File: src/ncs_pkg.sv
`timescale 1ns / 1ps
// shared types and constants for the nested comment stripper
// no dependencies; imported by ncs_out_stage and nested_comment_stripper
package ncs_pkg;

   localparam int MAX_INDENT    = 16;
   localparam int PENDING_DEPTH = 32;
   localparam int LINE_LENGTH   = 4096;
   localparam int MAX_NEST      = 255;

   localparam int IND_AW  = $clog2(MAX_INDENT);
   localparam int PEND_AW = $clog2(PENDING_DEPTH);
   localparam int IND_CW  = $clog2(MAX_INDENT + 1);
   localparam int PEND_CW = $clog2(PENDING_DEPTH + 1);
   localparam int IDX_W   = (IND_CW > PEND_CW) ? IND_CW : PEND_CW;
   localparam int COL_CW  = $clog2(LINE_LENGTH + 1);

   // request codes
   localparam logic [1:0] REQ_BYTE = 2'd0;
   localparam logic [1:0] REQ_EOL  = 2'd1;
   localparam logic [1:0] REQ_EOF  = 2'd2;

   // result kinds
   localparam logic [2:0] KIND_BYTE     = 3'd0;
   localparam logic [2:0] KIND_LINE_END = 3'd1;
   localparam logic [2:0] KIND_INDENT   = 3'd2;
   localparam logic [2:0] KIND_MISMATCH = 3'd3;
   localparam logic [2:0] KIND_INVALID  = 3'd4;
   localparam logic [2:0] KIND_UNTERM   = 3'd5;

   // held whitespace codes
   localparam logic [1:0] WS_SPACE  = 2'd0;
   localparam logic [1:0] WS_TAB    = 2'd1;
   localparam logic [1:0] WS_CLOSED = 2'd2;

   localparam logic [7:0] CH_TAB   = 8'h09;
   localparam logic [7:0] CH_SPACE = 8'h20;
   localparam logic [7:0] CH_SLASH = 8'h2F;
   localparam logic [7:0] CH_STAR  = 8'h2A;

   typedef struct packed {
      logic [2:0]  kind;
      logic [7:0]  kept_byte;
      logic        has_column;
      logic [11:0] column;
      logic [11:0] span_end;
      logic [31:0] line_number;
      logic        line_valid;
      logic        overflow;
   } ncs_result_type;

   typedef struct packed {
      logic           emit;
      logic           finish;
      ncs_result_type res;
   } ncs_ctl_type;

   typedef struct packed {
      logic can_emit;
      logic finish_done;
   } ncs_stat_type;

   // utf-8 pitch of a lead byte, zero when invalid
   function automatic logic [2:0] pitch_of(input logic [7:0] b);
      logic [2:0] p;
      p = 3'd0;
      if (b < 8'h80) p = 3'd1;
      else if (b >= 8'hC0 && b <= 8'hDF) p = 3'd2;
      else if (b >= 8'hE0 && b <= 8'hEF) p = 3'd3;
      else if (b >= 8'hF0 && b <= 8'hF7) p = 3'd4;
      return p;
   endfunction

   // exclusive span end of a two-byte mark, saturating
   function automatic logic [11:0] span2(input logic [11:0] col);
      return (col >= 12'hFFE) ? 12'hFFF : col + 12'd2;
   endfunction

endpackage

File: src/nested_comment_stripper.sv
`timescale 1ns / 1ps
// nested comment stripper: one item at a time through a sequencer.
// a kept byte first flushes the indents as tabs (at a line start only) and then the held
// whitespace, one result per entry; a lone held slash or star adds its own flush. The
// last result of an item is marked on the output, and no new item is taken until the
// sequencer is back in idle.
// reset: synchronous, active high; counts clear at once, no clearing pass.
// depends on ncs_pkg and ncs_out_stage
module nested_comment_stripper import ncs_pkg::*; (
   input  logic         clock,
   input  logic         reset,
   input  logic         req_tvalid,
   output logic         req_tready,
   input  logic [7:0]   req_tdata,  // source_byte
   input  logic [1:0]   req_tuser,  // req_type
   output logic         rsp_tvalid,
   input  logic         rsp_tready,
   output logic [71:0]  rsp_tdata,  // kept_byte, has_column, column, span_end,
                                    // line_number, line_valid, overflow, zero pad
   output logic [2:0]   rsp_tuser,  // result_kind
   output logic         rsp_tlast,
   input  logic         csr_we,
   input  logic [31:0]  csr_wdata
);

   typedef enum logic [10:0] {
      ST_IDLE    = 11'b00000000001,
      ST_DECODE  = 11'b00000000010,
      ST_HELD    = 11'b00000000100,
      ST_MAIN    = 11'b00000001000,
      ST_LINEEND = 11'b00000010000,
      ST_EOFTAIL = 11'b00000100000,
      ST_CWARN   = 11'b00001000000,
      ST_CIND    = 11'b00010000000,
      ST_CPEND   = 11'b00100000000,
      ST_CBYTE   = 11'b01000000000,
      ST_FINISH  = 11'b10000000000
   } state_type;

   state_type          state_ff, state_in, ret_ff, ret_in;
   logic [1:0]         it_type_ff, it_type_in;
   logic [7:0]         it_byte_ff, it_byte_in;
   logic [11:0]        cur_col_ff, cur_col_in;
   logic [7:0]         tgt_byte_ff, tgt_byte_in;
   logic [11:0]        tgt_col_ff, tgt_col_in;
   logic [IDX_W-1:0]   idx_ff, idx_in;

   logic [7:0]         nest_ff, nest_in;
   logic               lc_ff, lc_in;
   logic               bnd_ff, bnd_in;
   logic               iph_ff, iph_in;
   logic [1:0]         run_ff, run_in;
   logic               xv_ff, xv_in;
   logic [11:0]        xcol_ff, xcol_in;
   logic [IND_CW-1:0]  ind_cnt_ff, ind_cnt_in;
   logic [PEND_CW-1:0] pend_cnt_ff, pend_cnt_in;
   logic               hv_ff, hv_in;
   logic [7:0]         hb_ff, hb_in;
   logic [11:0]        hcol_ff, hcol_in;
   logic [COL_CW-1:0]  colc_ff, colc_in;
   logic [1:0]         utf_ff, utf_in;
   logic [31:0]        line_ff, line_in;
   logic [31:0]        first_ff, first_in;
   logic [31:0]        oline_ff, oline_in;
   logic [11:0]        ocol_ff, ocol_in;
   logic               abort_ff, abort_in;
   logic               ovf_ff, ovf_in;

   // indent column and held whitespace memories
   logic [11:0]        ind_mem [MAX_INDENT];
   logic [13:0]        pend_mem [PENDING_DEPTH];
   logic               ind_we, pend_we;
   logic [IND_AW-1:0]  ind_waddr, ind_raddr;
   logic [PEND_AW-1:0] pend_waddr, pend_raddr;
   logic [11:0]        ind_wdata, ind_rdata_ff;
   logic [13:0]        pend_wdata, pend_rdata_ff;

   ncs_ctl_type        ctl;
   ncs_stat_type       stat;
   logic               emit_fire;
   logic               do_clear, do_restart;
   logic [11:0]        c;
   logic [2:0]         p;
   logic               accept;

   assign req_tready = (state_ff == ST_IDLE);
   assign accept     = req_tvalid && req_tready;
   assign emit_fire  = ctl.emit && stat.can_emit;

   always_ff @(posedge clock) begin
      if (ind_we) ind_mem[ind_waddr] <= ind_wdata;
      if (pend_we) pend_mem[pend_waddr] <= pend_wdata;
      ind_rdata_ff  <= ind_mem[ind_raddr];
      pend_rdata_ff <= pend_mem[pend_raddr];
   end

   // sequencer and state update
   always_comb begin
      state_in = state_ff;     ret_in = ret_ff;
      it_type_in = it_type_ff; it_byte_in = it_byte_ff;
      cur_col_in = cur_col_ff; tgt_byte_in = tgt_byte_ff; tgt_col_in = tgt_col_ff;
      idx_in = idx_ff;
      nest_in = nest_ff; lc_in = lc_ff; bnd_in = bnd_ff; iph_in = iph_ff;
      run_in = run_ff; xv_in = xv_ff; xcol_in = xcol_ff;
      ind_cnt_in = ind_cnt_ff; pend_cnt_in = pend_cnt_ff;
      hv_in = hv_ff; hb_in = hb_ff; hcol_in = hcol_ff;
      colc_in = colc_ff; utf_in = utf_ff; line_in = line_ff; first_in = first_ff;
      oline_in = oline_ff; ocol_in = ocol_ff; abort_in = abort_ff; ovf_in = ovf_ff;
      ind_we = 1'b0; ind_waddr = ind_cnt_ff[IND_AW-1:0]; ind_wdata = '0;
      pend_we = 1'b0; pend_waddr = pend_cnt_ff[PEND_AW-1:0]; pend_wdata = '0;
      ind_raddr = '0; pend_raddr = '0;
      ctl = '0;
      ctl.res.line_number = line_ff;
      ctl.res.overflow = ovf_ff;
      do_clear = 1'b0; do_restart = 1'b0;
      c = '0;
      p = pitch_of(it_byte_ff);

      unique case (state_ff)
         ST_IDLE: begin
            if (accept) begin
               it_type_in = req_tuser;
               it_byte_in = req_tdata;
               state_in   = ST_DECODE;
            end
         end
         ST_DECODE: begin
            state_in = ST_FINISH;
            if (abort_ff) begin
               if (it_type_ff == REQ_EOF) do_restart = 1'b1;
            end else if (it_type_ff == REQ_BYTE) begin
               // take a column, saturating at one below the line length
               if (colc_ff >= COL_CW'(LINE_LENGTH)) begin
                  ovf_in = 1'b1;
                  c = 12'(LINE_LENGTH - 1);
               end else begin
                  c = colc_ff[11:0];
                  colc_in = colc_ff + 1'b1;
               end
               cur_col_in = c;
               if (utf_ff != 2'd0) begin
                  // continuation byte
                  utf_in = utf_ff - 2'd1;
                  if (nest_ff == 8'd0 && !lc_ff) begin
                     tgt_byte_in = it_byte_ff;
                     tgt_col_in  = c;
                     ret_in      = ST_FINISH;
                     state_in    = ST_CBYTE;
                  end
               end else if (iph_ff && it_byte_ff == CH_SPACE) begin
                  // four spaces make one indent
                  if (run_ff == 2'd3) begin
                     run_in = 2'd0;
                     if (ind_cnt_ff < IND_CW'(MAX_INDENT)) begin
                        ind_we = 1'b1;
                        ind_wdata = c - 12'd3;
                        ind_cnt_in = ind_cnt_ff + 1'b1;
                     end else ovf_in = 1'b1;
                  end else run_in = run_ff + 2'd1;
               end else begin
                  if (iph_ff) begin
                     if (run_ff != 2'd0 && !xv_ff) begin
                        xv_in = 1'b1;
                        xcol_in = c - 12'(run_ff);
                     end
                     run_in = 2'd0;
                  end
                  if (iph_ff && it_byte_ff == CH_TAB) begin
                     if (ind_cnt_ff < IND_CW'(MAX_INDENT)) begin
                        ind_we = 1'b1;
                        ind_wdata = c;
                        ind_cnt_in = ind_cnt_ff + 1'b1;
                     end else ovf_in = 1'b1;
                  end else begin
                     iph_in = 1'b0;
                     state_in = hv_ff ? ST_HELD : ST_MAIN;
                  end
               end
            end else if (it_type_ff == REQ_EOL) begin
               state_in = hv_ff ? ST_HELD : ST_LINEEND;
            end else if (it_type_ff == REQ_EOF) begin
               if (colc_ff != '0 || hv_ff) state_in = hv_ff ? ST_HELD : ST_LINEEND;
               else state_in = ST_EOFTAIL;
            end
         end
         ST_HELD: begin
            // resolve the held slash or star
            hv_in = 1'b0;
            if (it_type_ff == REQ_BYTE && hb_ff == CH_SLASH && it_byte_ff == CH_STAR) begin
               if (nest_ff == 8'd0) begin
                  oline_in = line_ff;
                  ocol_in  = hcol_ff;
               end
               if (nest_ff < 8'(MAX_NEST)) nest_in = nest_ff + 8'd1;
               else ovf_in = 1'b1;
               state_in = ST_FINISH;
            end else if (it_type_ff == REQ_BYTE && hb_ff == CH_STAR
                         && it_byte_ff == CH_SLASH) begin
               if (nest_ff == 8'd0) begin
                  ctl.emit = 1'b1;
                  ctl.res.kind = KIND_MISMATCH;
                  ctl.res.has_column = 1'b1;
                  ctl.res.column = hcol_ff;
                  ctl.res.span_end = span2(hcol_ff);
                  hv_in = hv_ff;
                  if (emit_fire) begin
                     hv_in = 1'b0;
                     abort_in = 1'b1;
                     state_in = ST_FINISH;
                  end
               end else begin
                  nest_in = nest_ff - 8'd1;
                  if (nest_ff == 8'd1 && !bnd_ff) begin
                     if (pend_cnt_ff < PEND_CW'(PENDING_DEPTH)) begin
                        pend_we = 1'b1;
                        pend_wdata = {WS_CLOSED, 12'd0};
                        pend_cnt_in = pend_cnt_ff + 1'b1;
                     end else ovf_in = 1'b1;
                  end
                  state_in = ST_FINISH;
               end
            end else if (it_type_ff == REQ_BYTE && hb_ff == CH_SLASH
                         && it_byte_ff == CH_SLASH) begin
               if (nest_ff == 8'd0) lc_in = 1'b1;
               state_in = ST_FINISH;
            end else begin
               // lone slash or star: always a one-byte character
               utf_in = 2'd0;
               ret_in = (it_type_ff == REQ_BYTE) ? ST_MAIN : ST_LINEEND;
               if (nest_ff == 8'd0 && !lc_ff) begin
                  tgt_byte_in = hb_ff;
                  tgt_col_in = hcol_ff;
                  state_in = ST_CWARN;
               end else begin
                  state_in = (it_type_ff == REQ_BYTE) ? ST_MAIN : ST_LINEEND;
               end
            end
         end
         ST_MAIN: begin
            state_in = ST_FINISH;
            if (it_byte_ff == CH_SLASH || it_byte_ff == CH_STAR) begin
               hv_in = 1'b1;
               hb_in = it_byte_ff;
               hcol_in = cur_col_ff;
            end else if (p == 3'd0) begin
               ctl.emit = 1'b1;
               ctl.res.kind = KIND_INVALID;
               if (emit_fire) abort_in = 1'b1;
               else state_in = ST_MAIN;
            end else begin
               utf_in = 2'(p - 3'd1);
               if (nest_ff == 8'd0 && !lc_ff) begin
                  if (it_byte_ff == CH_SPACE || it_byte_ff == CH_TAB) begin
                     if (!bnd_ff) begin
                        if (pend_cnt_ff < PEND_CW'(PENDING_DEPTH)) begin
                           pend_we = 1'b1;
                           pend_wdata = {(it_byte_ff == CH_TAB) ? WS_TAB : WS_SPACE,
                                         cur_col_ff};
                           pend_cnt_in = pend_cnt_ff + 1'b1;
                        end else ovf_in = 1'b1;
                     end
                  end else begin
                     tgt_byte_in = it_byte_ff;
                     tgt_col_in = cur_col_ff;
                     ret_in = ST_FINISH;
                     state_in = ST_CWARN;
                  end
               end
            end
         end
         ST_LINEEND: begin
            ctl.emit = 1'b1;
            ctl.res.kind = KIND_LINE_END;
            ctl.res.line_valid = !bnd_ff;
            if (emit_fire) begin
               line_in = line_ff + 32'd1;
               do_clear = 1'b1;
               state_in = (it_type_ff == REQ_EOF) ? ST_EOFTAIL : ST_FINISH;
            end
         end
         ST_EOFTAIL: begin
            if (nest_ff != 8'd0) begin
               ctl.emit = 1'b1;
               ctl.res.kind = KIND_UNTERM;
               ctl.res.has_column = 1'b1;
               ctl.res.column = ocol_ff;
               ctl.res.span_end = span2(ocol_ff);
               ctl.res.line_number = oline_ff;
            end
            if (nest_ff == 8'd0 || emit_fire) begin
               do_restart = 1'b1;
               state_in = ST_FINISH;
            end
         end
         ST_CWARN: begin
            // first real content of the line: warning for stray spaces
            if (bnd_ff && xv_ff) begin
               ctl.emit = 1'b1;
               ctl.res.kind = KIND_INDENT;
               ctl.res.has_column = 1'b1;
               ctl.res.column = xcol_ff;
               ctl.res.span_end = tgt_col_ff;
            end
            idx_in = '0;
            if (!(bnd_ff && xv_ff) || emit_fire) begin
               xv_in = 1'b0;
               if (bnd_ff) begin
                  bnd_in = 1'b0;
                  state_in = ST_CIND;
               end else state_in = ST_CPEND;
            end
         end
         ST_CIND: begin
            // flush indents as tabs
            ind_raddr = idx_ff[IND_AW-1:0];
            if (idx_ff < IDX_W'(ind_cnt_ff)) begin
               ctl.emit = 1'b1;
               ctl.res.kind = KIND_BYTE;
               ctl.res.kept_byte = CH_TAB;
               ctl.res.has_column = 1'b1;
               ctl.res.column = ind_rdata_ff;
               if (emit_fire) begin
                  idx_in = idx_ff + 1'b1;
                  ind_raddr = idx_in[IND_AW-1:0];
               end
            end else begin
               ind_cnt_in = '0;
               idx_in = '0;
               state_in = ST_CPEND;
            end
         end
         ST_CPEND: begin
            // flush held whitespace
            pend_raddr = idx_ff[PEND_AW-1:0];
            if (idx_ff < IDX_W'(pend_cnt_ff)) begin
               ctl.emit = 1'b1;
               ctl.res.kind = KIND_BYTE;
               if (pend_rdata_ff[13:12] == WS_CLOSED) begin
                  ctl.res.kept_byte = CH_SPACE;
               end else begin
                  ctl.res.kept_byte = (pend_rdata_ff[13:12] == WS_TAB) ? CH_TAB : CH_SPACE;
                  ctl.res.has_column = 1'b1;
                  ctl.res.column = pend_rdata_ff[11:0];
               end
               if (emit_fire) begin
                  idx_in = idx_ff + 1'b1;
                  pend_raddr = idx_in[PEND_AW-1:0];
               end
            end else begin
               pend_cnt_in = '0;
               state_in = ST_CBYTE;
            end
         end
         ST_CBYTE: begin
            ctl.emit = 1'b1;
            ctl.res.kind = KIND_BYTE;
            ctl.res.kept_byte = tgt_byte_ff;
            ctl.res.has_column = 1'b1;
            ctl.res.column = tgt_col_ff;
            if (emit_fire) state_in = ret_ff;
         end
         ST_FINISH: begin
            ctl.finish = 1'b1;
            if (stat.finish_done) state_in = ST_IDLE;
         end
         default: state_in = ST_IDLE;
      endcase

      // per-line and per-file clearing
      if (do_clear || do_restart) begin
         lc_in = 1'b0; bnd_in = 1'b1; iph_in = 1'b1; run_in = 2'd0;
         xv_in = 1'b0; xcol_in = '0; ind_cnt_in = '0; pend_cnt_in = '0;
         hv_in = 1'b0; hb_in = '0; hcol_in = '0; colc_in = '0; utf_in = 2'd0;
      end
      if (do_restart) begin
         nest_in = '0; line_in = first_ff; oline_in = '0; ocol_in = '0;
         abort_in = 1'b0; ovf_in = 1'b0;
      end
      if (csr_we) begin
         first_in = csr_wdata;
         line_in  = csr_wdata;
      end
   end

   always_ff @(posedge clock) begin
      if (reset) begin
         state_ff <= ST_IDLE; ret_ff <= ST_FINISH; idx_ff <= '0;
         nest_ff <= '0; lc_ff <= 1'b0; bnd_ff <= 1'b1; iph_ff <= 1'b1;
         run_ff <= 2'd0; xv_ff <= 1'b0; xcol_ff <= '0;
         ind_cnt_ff <= '0; pend_cnt_ff <= '0;
         hv_ff <= 1'b0; hb_ff <= '0; hcol_ff <= '0;
         colc_ff <= '0; utf_ff <= 2'd0; line_ff <= 32'd1; first_ff <= 32'd1;
         oline_ff <= '0; ocol_ff <= '0; abort_ff <= 1'b0; ovf_ff <= 1'b0;
      end else begin
         state_ff <= state_in; ret_ff <= ret_in; idx_ff <= idx_in;
         nest_ff <= nest_in; lc_ff <= lc_in; bnd_ff <= bnd_in; iph_ff <= iph_in;
         run_ff <= run_in; xv_ff <= xv_in; xcol_ff <= xcol_in;
         ind_cnt_ff <= ind_cnt_in; pend_cnt_ff <= pend_cnt_in;
         hv_ff <= hv_in; hb_ff <= hb_in; hcol_ff <= hcol_in;
         colc_ff <= colc_in; utf_ff <= utf_in; line_ff <= line_in; first_ff <= first_in;
         oline_ff <= oline_in; ocol_ff <= ocol_in; abort_ff <= abort_in; ovf_ff <= ovf_in;
      end
      it_type_ff <= it_type_in; it_byte_ff <= it_byte_in; cur_col_ff <= cur_col_in;
      tgt_byte_ff <= tgt_byte_in; tgt_col_ff <= tgt_col_in;
   end

   ncs_out_stage u_out (
      .clock      (clock),
      .reset      (reset),
      .ctl        (ctl),
      .stat       (stat),
      .rsp_tvalid (rsp_tvalid),
      .rsp_tready (rsp_tready),
      .rsp_tdata  (rsp_tdata),
      .rsp_tuser  (rsp_tuser),
      .rsp_tlast  (rsp_tlast)
   );

   // counts stay within their stores
   a_ind_cnt: assert property (@(posedge clock) disable iff (reset)
      ind_cnt_ff <= IND_CW'(MAX_INDENT)) else $error("indent count beyond depth");
   a_pend_cnt: assert property (@(posedge clock) disable iff (reset)
      pend_cnt_ff <= PEND_CW'(PENDING_DEPTH)) else $error("whitespace count beyond depth");
   // an aborted file gives no results
   a_abort_quiet: assert property (@(posedge clock) disable iff (reset)
      abort_ff |-> !ctl.emit) else $error("result while aborted");
   // the sequencer returns to idle once an item is finished
   a_finish_idle: assert property (@(posedge clock) disable iff (reset)
      (state_ff == ST_FINISH && stat.finish_done) |=> req_tready)
      else $error("sequencer did not return to idle");

endmodule

File: src/ncs_out_stage.sv
`timescale 1ns / 1ps
// output stage: holds the newest result back one step so the last one of an item
// can be marked, and an output register toward the result channel; uses ncs_pkg
module ncs_out_stage import ncs_pkg::*; (
   input  logic         clock,
   input  logic         reset,
   input  ncs_ctl_type  ctl,
   output ncs_stat_type stat,
   output logic         rsp_tvalid,
   input  logic         rsp_tready,
   output logic [71:0]  rsp_tdata,  // kept_byte, has_column, column, span_end,
                                    // line_number, line_valid, overflow, zero pad
   output logic [2:0]   rsp_tuser,  // result_kind
   output logic         rsp_tlast
);

   logic           out_valid_ff, out_valid_in;
   logic           out_last_ff, out_last_in;
   ncs_result_type out_data_ff, out_data_in;
   logic           hold_valid_ff, hold_valid_in;
   ncs_result_type hold_data_ff, hold_data_in;
   logic           out_free;
   logic           can_emit;

   assign out_free = !out_valid_ff || rsp_tready;
   assign can_emit = !hold_valid_ff || out_free;
   assign stat     = '{can_emit: can_emit, finish_done: ctl.finish && can_emit};

   // move held result forward on a new one, or mark it last at item end
   always_comb begin
      out_valid_in  = out_valid_ff && !rsp_tready;
      out_last_in   = out_last_ff;
      out_data_in   = out_data_ff;
      hold_valid_in = hold_valid_ff;
      hold_data_in  = hold_data_ff;
      if (ctl.emit && can_emit) begin
         if (hold_valid_ff) begin
            out_valid_in = 1'b1;
            out_last_in  = 1'b0;
            out_data_in  = hold_data_ff;
         end
         hold_valid_in = 1'b1;
         hold_data_in  = ctl.res;
      end else if (ctl.finish && hold_valid_ff && out_free) begin
         out_valid_in  = 1'b1;
         out_last_in   = 1'b1;
         out_data_in   = hold_data_ff;
         hold_valid_in = 1'b0;
      end
   end

   always_ff @(posedge clock) begin
      if (reset) begin
         out_valid_ff  <= 1'b0;
         hold_valid_ff <= 1'b0;
      end else begin
         out_valid_ff  <= out_valid_in;
         hold_valid_ff <= hold_valid_in;
      end
      out_last_ff  <= out_last_in;
      out_data_ff  <= out_data_in;
      hold_data_ff <= hold_data_in;
   end

   assign rsp_tvalid = out_valid_ff;
   assign rsp_tlast  = out_last_ff;
   assign rsp_tuser  = out_data_ff.kind;
   assign rsp_tdata  = {5'd0, out_data_ff.overflow, out_data_ff.line_valid,
                        out_data_ff.line_number, out_data_ff.span_end,
                        out_data_ff.column, out_data_ff.has_column,
                        out_data_ff.kept_byte};

endmodule
File: config.mk
export PLATFORM = sky130hd
export DESIGN_NAME = nested_comment_stripper
export DESIGN_NICKNAME = d
export VERILOG_FILES = /design/src/ncs_pkg.sv /design/src/nested_comment_stripper.sv /design/src/ncs_out_stage.sv
export SDC_FILE = /design/constraint.sdc
export NUM_CORES = 2
export LEC_CHECK = 0
export BUFFER_PORTS_ARGS = -buffer_cell sky130_fd_sc_hd__clkbuf_2
export CORE_MARGIN = 8
export CORE_UTILIZATION = 56
export CTS_CLUSTER_DIAMETER = 50
export CTS_CLUSTER_SIZE = 25
export DETAILED_ROUTE_END_ITERATION = 8
export GPL_TIMING_DRIVEN = 0
export PLACE_DENSITY_LB_ADDON = 0.15
export SKIP_LAST_GASP = 1
export SYNTH_ARGS = -nofsm -noshare
export SYNTH_HDL_FRONTEND = slang
export SYNTH_HIERARCHICAL = 1
export SYNTH_SLANG_ARGS = --single-unit
File: constraint.sdc
create_clock -name clock -period 6.3 [get_ports clock]
set_input_delay 0.315 -clock clock [delete_from_list [all_inputs] [get_ports clock]]
set_output_delay 0.315 -clock clock [all_outputs]
set_load 0.005 [all_outputs]
* Word level (Yosys, flattened, before mapping)
Memories as Yosys holds them, arrays and structs flattened. A register that Yosys moved wholly into a read port is not among the register bits.
Index checks and enable logic that the tools add are counted.
** Word-level totals
- Register bits :: 396
- Latch bits :: 0
- RAM bits :: 640
- Memory bits (read-only) :: 0
- Bits of input ports :: 47
- Output and inout bits :: 78
- Word-level logic and storage cells :: 500
- Memories :: 2
** Memory list
- pend_mem :: depth 32, bits a word 14, rd ports 1, clocked after Yosys merged registers in 1, wr ports 1, RTL line nested_comment_stripper.sv:71 : logic [13:0] pend_mem [PENDING_DEPTH];
- ind_mem :: depth 16, bits a word 12, rd ports 1, clocked after Yosys merged registers in 1, wr ports 1, RTL line nested_comment_stripper.sv:70 : logic [11:0] ind_mem [MAX_INDENT];
** Operators by class
- $add $sub $neg :: 14
- Multipliers :: 0
- Div/mod/pow operators :: 0
- Order comparisons :: 15
- Equality and inequality tests :: 66
- Shifts and indexed selects :: 0
- Muxes and demuxes :: 269
- Bitwise logic cells :: 7
- Reductions and logical operators :: 80
** Operators with widths (number)
- 11-bit two-way mux :: 38
- 12-bit two-way mux :: 27
- 70-bit two-way mux :: 3
- 32-bit two-way mux :: 5
- 8-bit two-way mux :: 16
- 11-bit case mux with 11 select lines :: 1
- 6-bit two-way mux :: 17
- 25-bit two-way mux :: 4
- 13-bit two-way mux :: 7
- 1-bit two-way mux :: 83
- 13-bit case mux with 6 select lines :: 1
- 12-bit case mux with 3 select lines :: 2
- 14-bit two-way mux :: 5
- 2-bit inequality test (second input constant) :: 33
- 5-bit two-way mux :: 13
- 57-bit two-way mux :: 1
- 8-bit case mux with 3 select lines :: 2
- 8-bit by 6-bit equality test with 1-bit output (second input constant) :: 5
- 6-bit case mux with 3 select lines :: 2
- 11-bit case mux with 3 select lines :: 1
- 32-bit by 1-bit adder with 32-bit output (second input constant) :: 1
- 2-bit two-way mux :: 15
- 14-bit case mux with 2 select lines :: 1
- 12-bit by 2-bit adder with 12-bit output (second input constant) :: 2
- 71 further kinds :: 166

* Longest topological paths before layout
- Depth after elaboration :: 16
- Mapped depth :: 15
- Depth with buffers taken out :: 11

* Cells and area by module
The synthesis kept the hierarchy.
** Modules (own cells, without submodules)
- nested_comment_stripper :: instances 1, cells an instance 3467, area an instance 40249.9 µm²
- ncs_out_stage :: instances 1, cells an instance 162, area an instance 4390.5 µm²

* Worst setup path after synthesis
OpenSTA, ideal clock, no wires.
- Path kind :: register to register
- From :: register nest_ff[0]
- To :: register u_out/hold_data_ff[0] (netlist name) (enable)
- Arrival time :: 5.555 ns
- Slack :: 0.224 ns
- Stages on the path, launching flop included :: 12
- Path buffers :: 2
- Clock period less this slack :: 6.076 ns
- Cell sequence :: dfxtp_1 > inv_1 > ha_1 > or3b_2 > clkbuf_1 > nor2_1 > and3_1 > clkbuf_1 > nor2_2 > inv_1 > inv_1 > a21oi_1
** RTL lines
- start: declaration :: RTL line nested_comment_stripper.sv:48 : logic [7:0] nest_ff, nest_in;
- start signal: assignment :: RTL line nested_comment_stripper.sv:396 : nest_ff <= nest_in; lc_ff <= lc_in; bnd_ff <= bnd_in; iph_ff <= iph_in;
- end signal: assignment :: RTL line ncs_out_stage.sv:62 : hold_data_ff <= hold_data_in;
- end: declaration :: RTL line ncs_out_stage.sv:21 : ncs_result_type hold_data_ff, hold_data_in;

* Final worst setup path
- From :: register pend_cnt_ff[2]
- To :: register pend_rdata_ff[9] (read register of pend_mem)
** On the way
- Longest elaborated chain between the ends :: 7
** RTL lines
- start: declaration :: RTL line nested_comment_stripper.sv:56 : logic [PEND_CW-1:0] pend_cnt_ff, pend_cnt_in;
- start signal: assignment :: RTL line nested_comment_stripper.sv:398 : ind_cnt_ff <= ind_cnt_in; pend_cnt_ff <= pend_cnt_in;
- 6-bit < comparator * :: RTL line nested_comment_stripper.sv:335 : if (idx_ff < IDX_W'(pend_cnt_ff)) begin
- 1-bit two-way mux :: RTL line nested_comment_stripper.sv:335
- 1-bit case mux with 7 select lines :: RTL line nested_comment_stripper.sv:119 : unique case (state_ff)
- 1-bit logical AND :: RTL line nested_comment_stripper.sv:88 : assign emit_fire = ctl.emit && stat.can_emit;
- 5-bit two-way mux :: RTL line nested_comment_stripper.sv:345 : if (emit_fire) begin
- 5-bit two-way mux * :: RTL line nested_comment_stripper.sv:335
- 5-bit two-way mux * :: RTL line nested_comment_stripper.sv:119
- end: declaration :: RTL line nested_comment_stripper.sv:76 : logic [13:0] pend_wdata, pend_rdata_ff;
Every way passes the cells marked *; elsewhere a longest branch is shown, timed or not.
A chain may end at the register's enable or synchronous reset.

==> results.sh <==
export IMPL_maxCapViolations=0
export IMPL_slew_headroom=0.0242
export IMPL_async_flop_share=0
export IMPL_clockBufferDepth=3
export IMPL_vias=31144
export IMPL_clock_latency_ns=0.68
export IMPL_rsz0062_at_grt="false"
export IMPL_final_max_slew_viol_count=0
export IMPL_postSynthCellCount=3629
export IMPL_antenna_cells=0
export IMPL_hold_class="in2reg"
export IMPL_drive_gt1_frac=0.110
export IMPL_cp_max_fo=10
export IMPL_worstMarginPinSlew_ns=1.44
export IMPL_syn_cell_area_um2=44600
export IMPL_initial_core_util=0.565
export IMPL_power_leakage_nw=18.3
export IMPL_final_cell_mix="edfxtp_1, nand2_1, and3_1"
export IMPL_grt_max_degree=39
export IMPL_end_kind="flip-flop"
export IMPL_final_nets=4004
export IMPL_status="complete, no violations"
export IMPL_drc=0
export IMPL_synth_distinct_cells=83
export IMPL_yosysSeqAreaShare=0.657
export IMPL_cts_root_buffer="clkbuf_16"
export IMPL_dieArea_um2=89000
export IMPL_arrival_ns=6.41
export IMPL_period_share=0.929
export IMPL_final_core_util=0.646
export IMPL_cts_sinks=1054
export IMPL_fin_crit_ns=5.85
export IMPL_startpoint_type="flip-flop"
export IMPL_grt_pass1_wl_um=186000
export IMPL_pre_cts_ws_ns=0.815
export IMPL_power_density_nw_per_um2=288
export IMPL_cts_buffers=103
export IMPL_fmax_mhz=171
export IMPL_final_setup_worst_slack_ns=0.449
export IMPL_hpwlAfterDp_um=87100
export IMPL_hold_viol=0
export IMPL_wl_per_cell_um=24.4
export IMPL_io_buffers=119
export IMPL_setup_viol=0
export IMPL_yosysTopAreaCell="edfxtp_1"
export IMPL_syn2layout_area_growth_pct=14.4
export IMPL_fp_row_count=103
export IMPL_cts_tree="yes"
export IMPL_htreeDepth=3
export IMPL_yosys_top_cells_area="edfxtp_1, dfxtp_1, a211oi_1"
export IMPL_syn_mean_instance_area_um2=12.3
export IMPL_synth_top_cell_area_share=0.554
export IMPL_gp_congestion=0.952
export IMPL_synthFlopType="edfxtp_1"
export IMPL_final_common_cell="edfxtp_1"
export IMPL_initialDrtViolationCount=3171
export IMPL_finalPower_mw=14.7
export IMPL_dieWidth_um=298
export IMPL_clk_pin_slew_ns=0.07
export IMPL_postCtsSetupBuffers=0
export IMPL_gr_total_overflow=0
export IMPL_wirelength_um=124000
export IMPL_yosysWarningCount=6
export IMPL_avgViaCountPerCell=6.15
export IMPL_synth_seq_cells=1054
export IMPL_vdd_drop_max_mv=0.247
export IMPL_crit_type="reg2reg"
export IMPL_skew_ns=0.0406
export IMPL_firstDrtPassIters=6
export IMPL_core_area_um2=79000
export IMPL_antenna_found_initial=0
export IMPL_worstPathRequired_ns=6.86
export IMPL_grt_use_total=0.269
export IMPL_synth_edf_count=823
export IMPL_grt_pass1_vias=29963
export IMPL_io_pins=125
export IMPL_ant_nets=0
export IMPL_die_h_um=298
-- layer usage --
metal  part of all wire  wire length (um)  global-route usage  vias to the layer above
met5                  0                 0                   0                        -
met4              0.048              5950               0.119                        0
met3              0.075              9330              0.0394                      250
met2               0.47             57900               0.441                     1453
met1               0.41             50400               0.358                    15110
li1                   -                 -                   -                    14331
-- critical path, stage by stage, from the launching register on --
cell,delay [ns]
dfxtp_1,0.31
clkbuf_1,0.28
inv_1,0.17
ha_1,0.21
a211o_1,0.28
a21oi_1,0.24
o211ai_1,0.24
xnor2_1,0.86
clkbuf_1,0.61
clkbuf_1,0.57
and3_1,0.24
a211oi_1,0.04
nor4_1,0.87
mux2i_1,0.39
mux2i_1,0.41
-- where the power goes --
part	switching [mW]	leakage, nW	internal [mW]	total, mW
Clock	3.06	1.78	3.50	6.56
Sequential	0.0864	9.98	7.52	7.61
Combinational	0.371	6.53	0.187	0.558
-- timing repair --
| item | CTS | global route |
|---|---|---|
| hold buffers | 43 | 0 |
| resized for setup | 0 | 0 |
| hold endpoints to repair | 75 | 0 |
-- cells by family after synthesis --
family,synth area share
adder cells (fa/ha/maj),0.00998
other,0.0000840
multiplexers,0.0330
flip-flops,0.657
AO/OA/AOI/OAI,0.111
AND/OR/NAND/NOR,0.142
buffers and inverters,0.0319
XOR/XNOR,0.0147
-- cell type report --
class                      count  area [um2]
sequential                  1054       29300
fill                        5905       27900
multi-input combinational   2257       14000
clock buffer                 112        2640
tap                         1050        1310
timing repair buffer         184        1280
buffer                       267        1220
clock inverter                83        1040
inverter                      55         206
-- synth_stat cells, types with 29 or more instances --
library cell / n
mux2i_1: 144
and3_1: 243
edfxtp_1: 823
nor4_1: 69
nor3_1: 33
nand3_1: 75
a311oi_1: 29
a211oi_1: 235
xnor2_1: 43
nand2_1: 436
clkbuf_1: 217
a221o_1: 35
nor2_1: 248
a21oi_1: 165
ha_1: 34
dfxtp_1: 231
inv_1: 52
o21ai_0: 85
xor2_1: 32
nand4_1: 33
o211ai_1: 37
-- worst paths after layout --
path                                             start             endpoint  slack [ns]  cells after the start
worst max-delay path                    pend_cnt_ff[2]     pend_rdata_ff[9]        0.45                     14
worst min-delay path                        rsp_tready     u_out/rsp_tvalid        0.05                      3
worst max register to register          pend_cnt_ff[2]     pend_rdata_ff[9]        0.45                     14
worst min register to register  u_out/hold_data_ff[43]  u_out/rsp_tdata[30]        0.41                      0
-- flip-flops by register name, indices dropped and copies added (netlist names), 8 cells and up --
register            cells
hb_ff                   8
nest_ff                 8
ocol_ff                12
pend_rdata_ff          14
first_ff               32
u_out/rsp_tdata        67
ind_mem               192
xcol_ff                12
oline_ff               32
tgt_col_ff             12
pend_mem              448
u_out/hold_data_ff     70
tgt_byte_ff             8
ind_rdata_ff           12
colc_ff                13
line_ff                32
cur_col_ff             12
it_byte_ff              8
state_ff               11
hcol_ff                12
-- metrics by stage --
| stage | setup TNS (ns) | hold slack, ns | instances | area [um2] |
|---|---|---|---|---|
| floorplan | 0 | 0.384 | 3633 | 44700 |
| global placement | -1025.17 | 0.400 | 4802 | 46600 |
| detailed placement | 0 | 0.405 | 4822 | 46900 |
| CTS | 0 | 0.0243 | 5060 | 51000 |
| global route | 0 | 0.0526 | 5062 | 51100 |
| finish | 0 | 0.0534 | 5062 | 51100 |
Power figures use the tool's default switching activity.
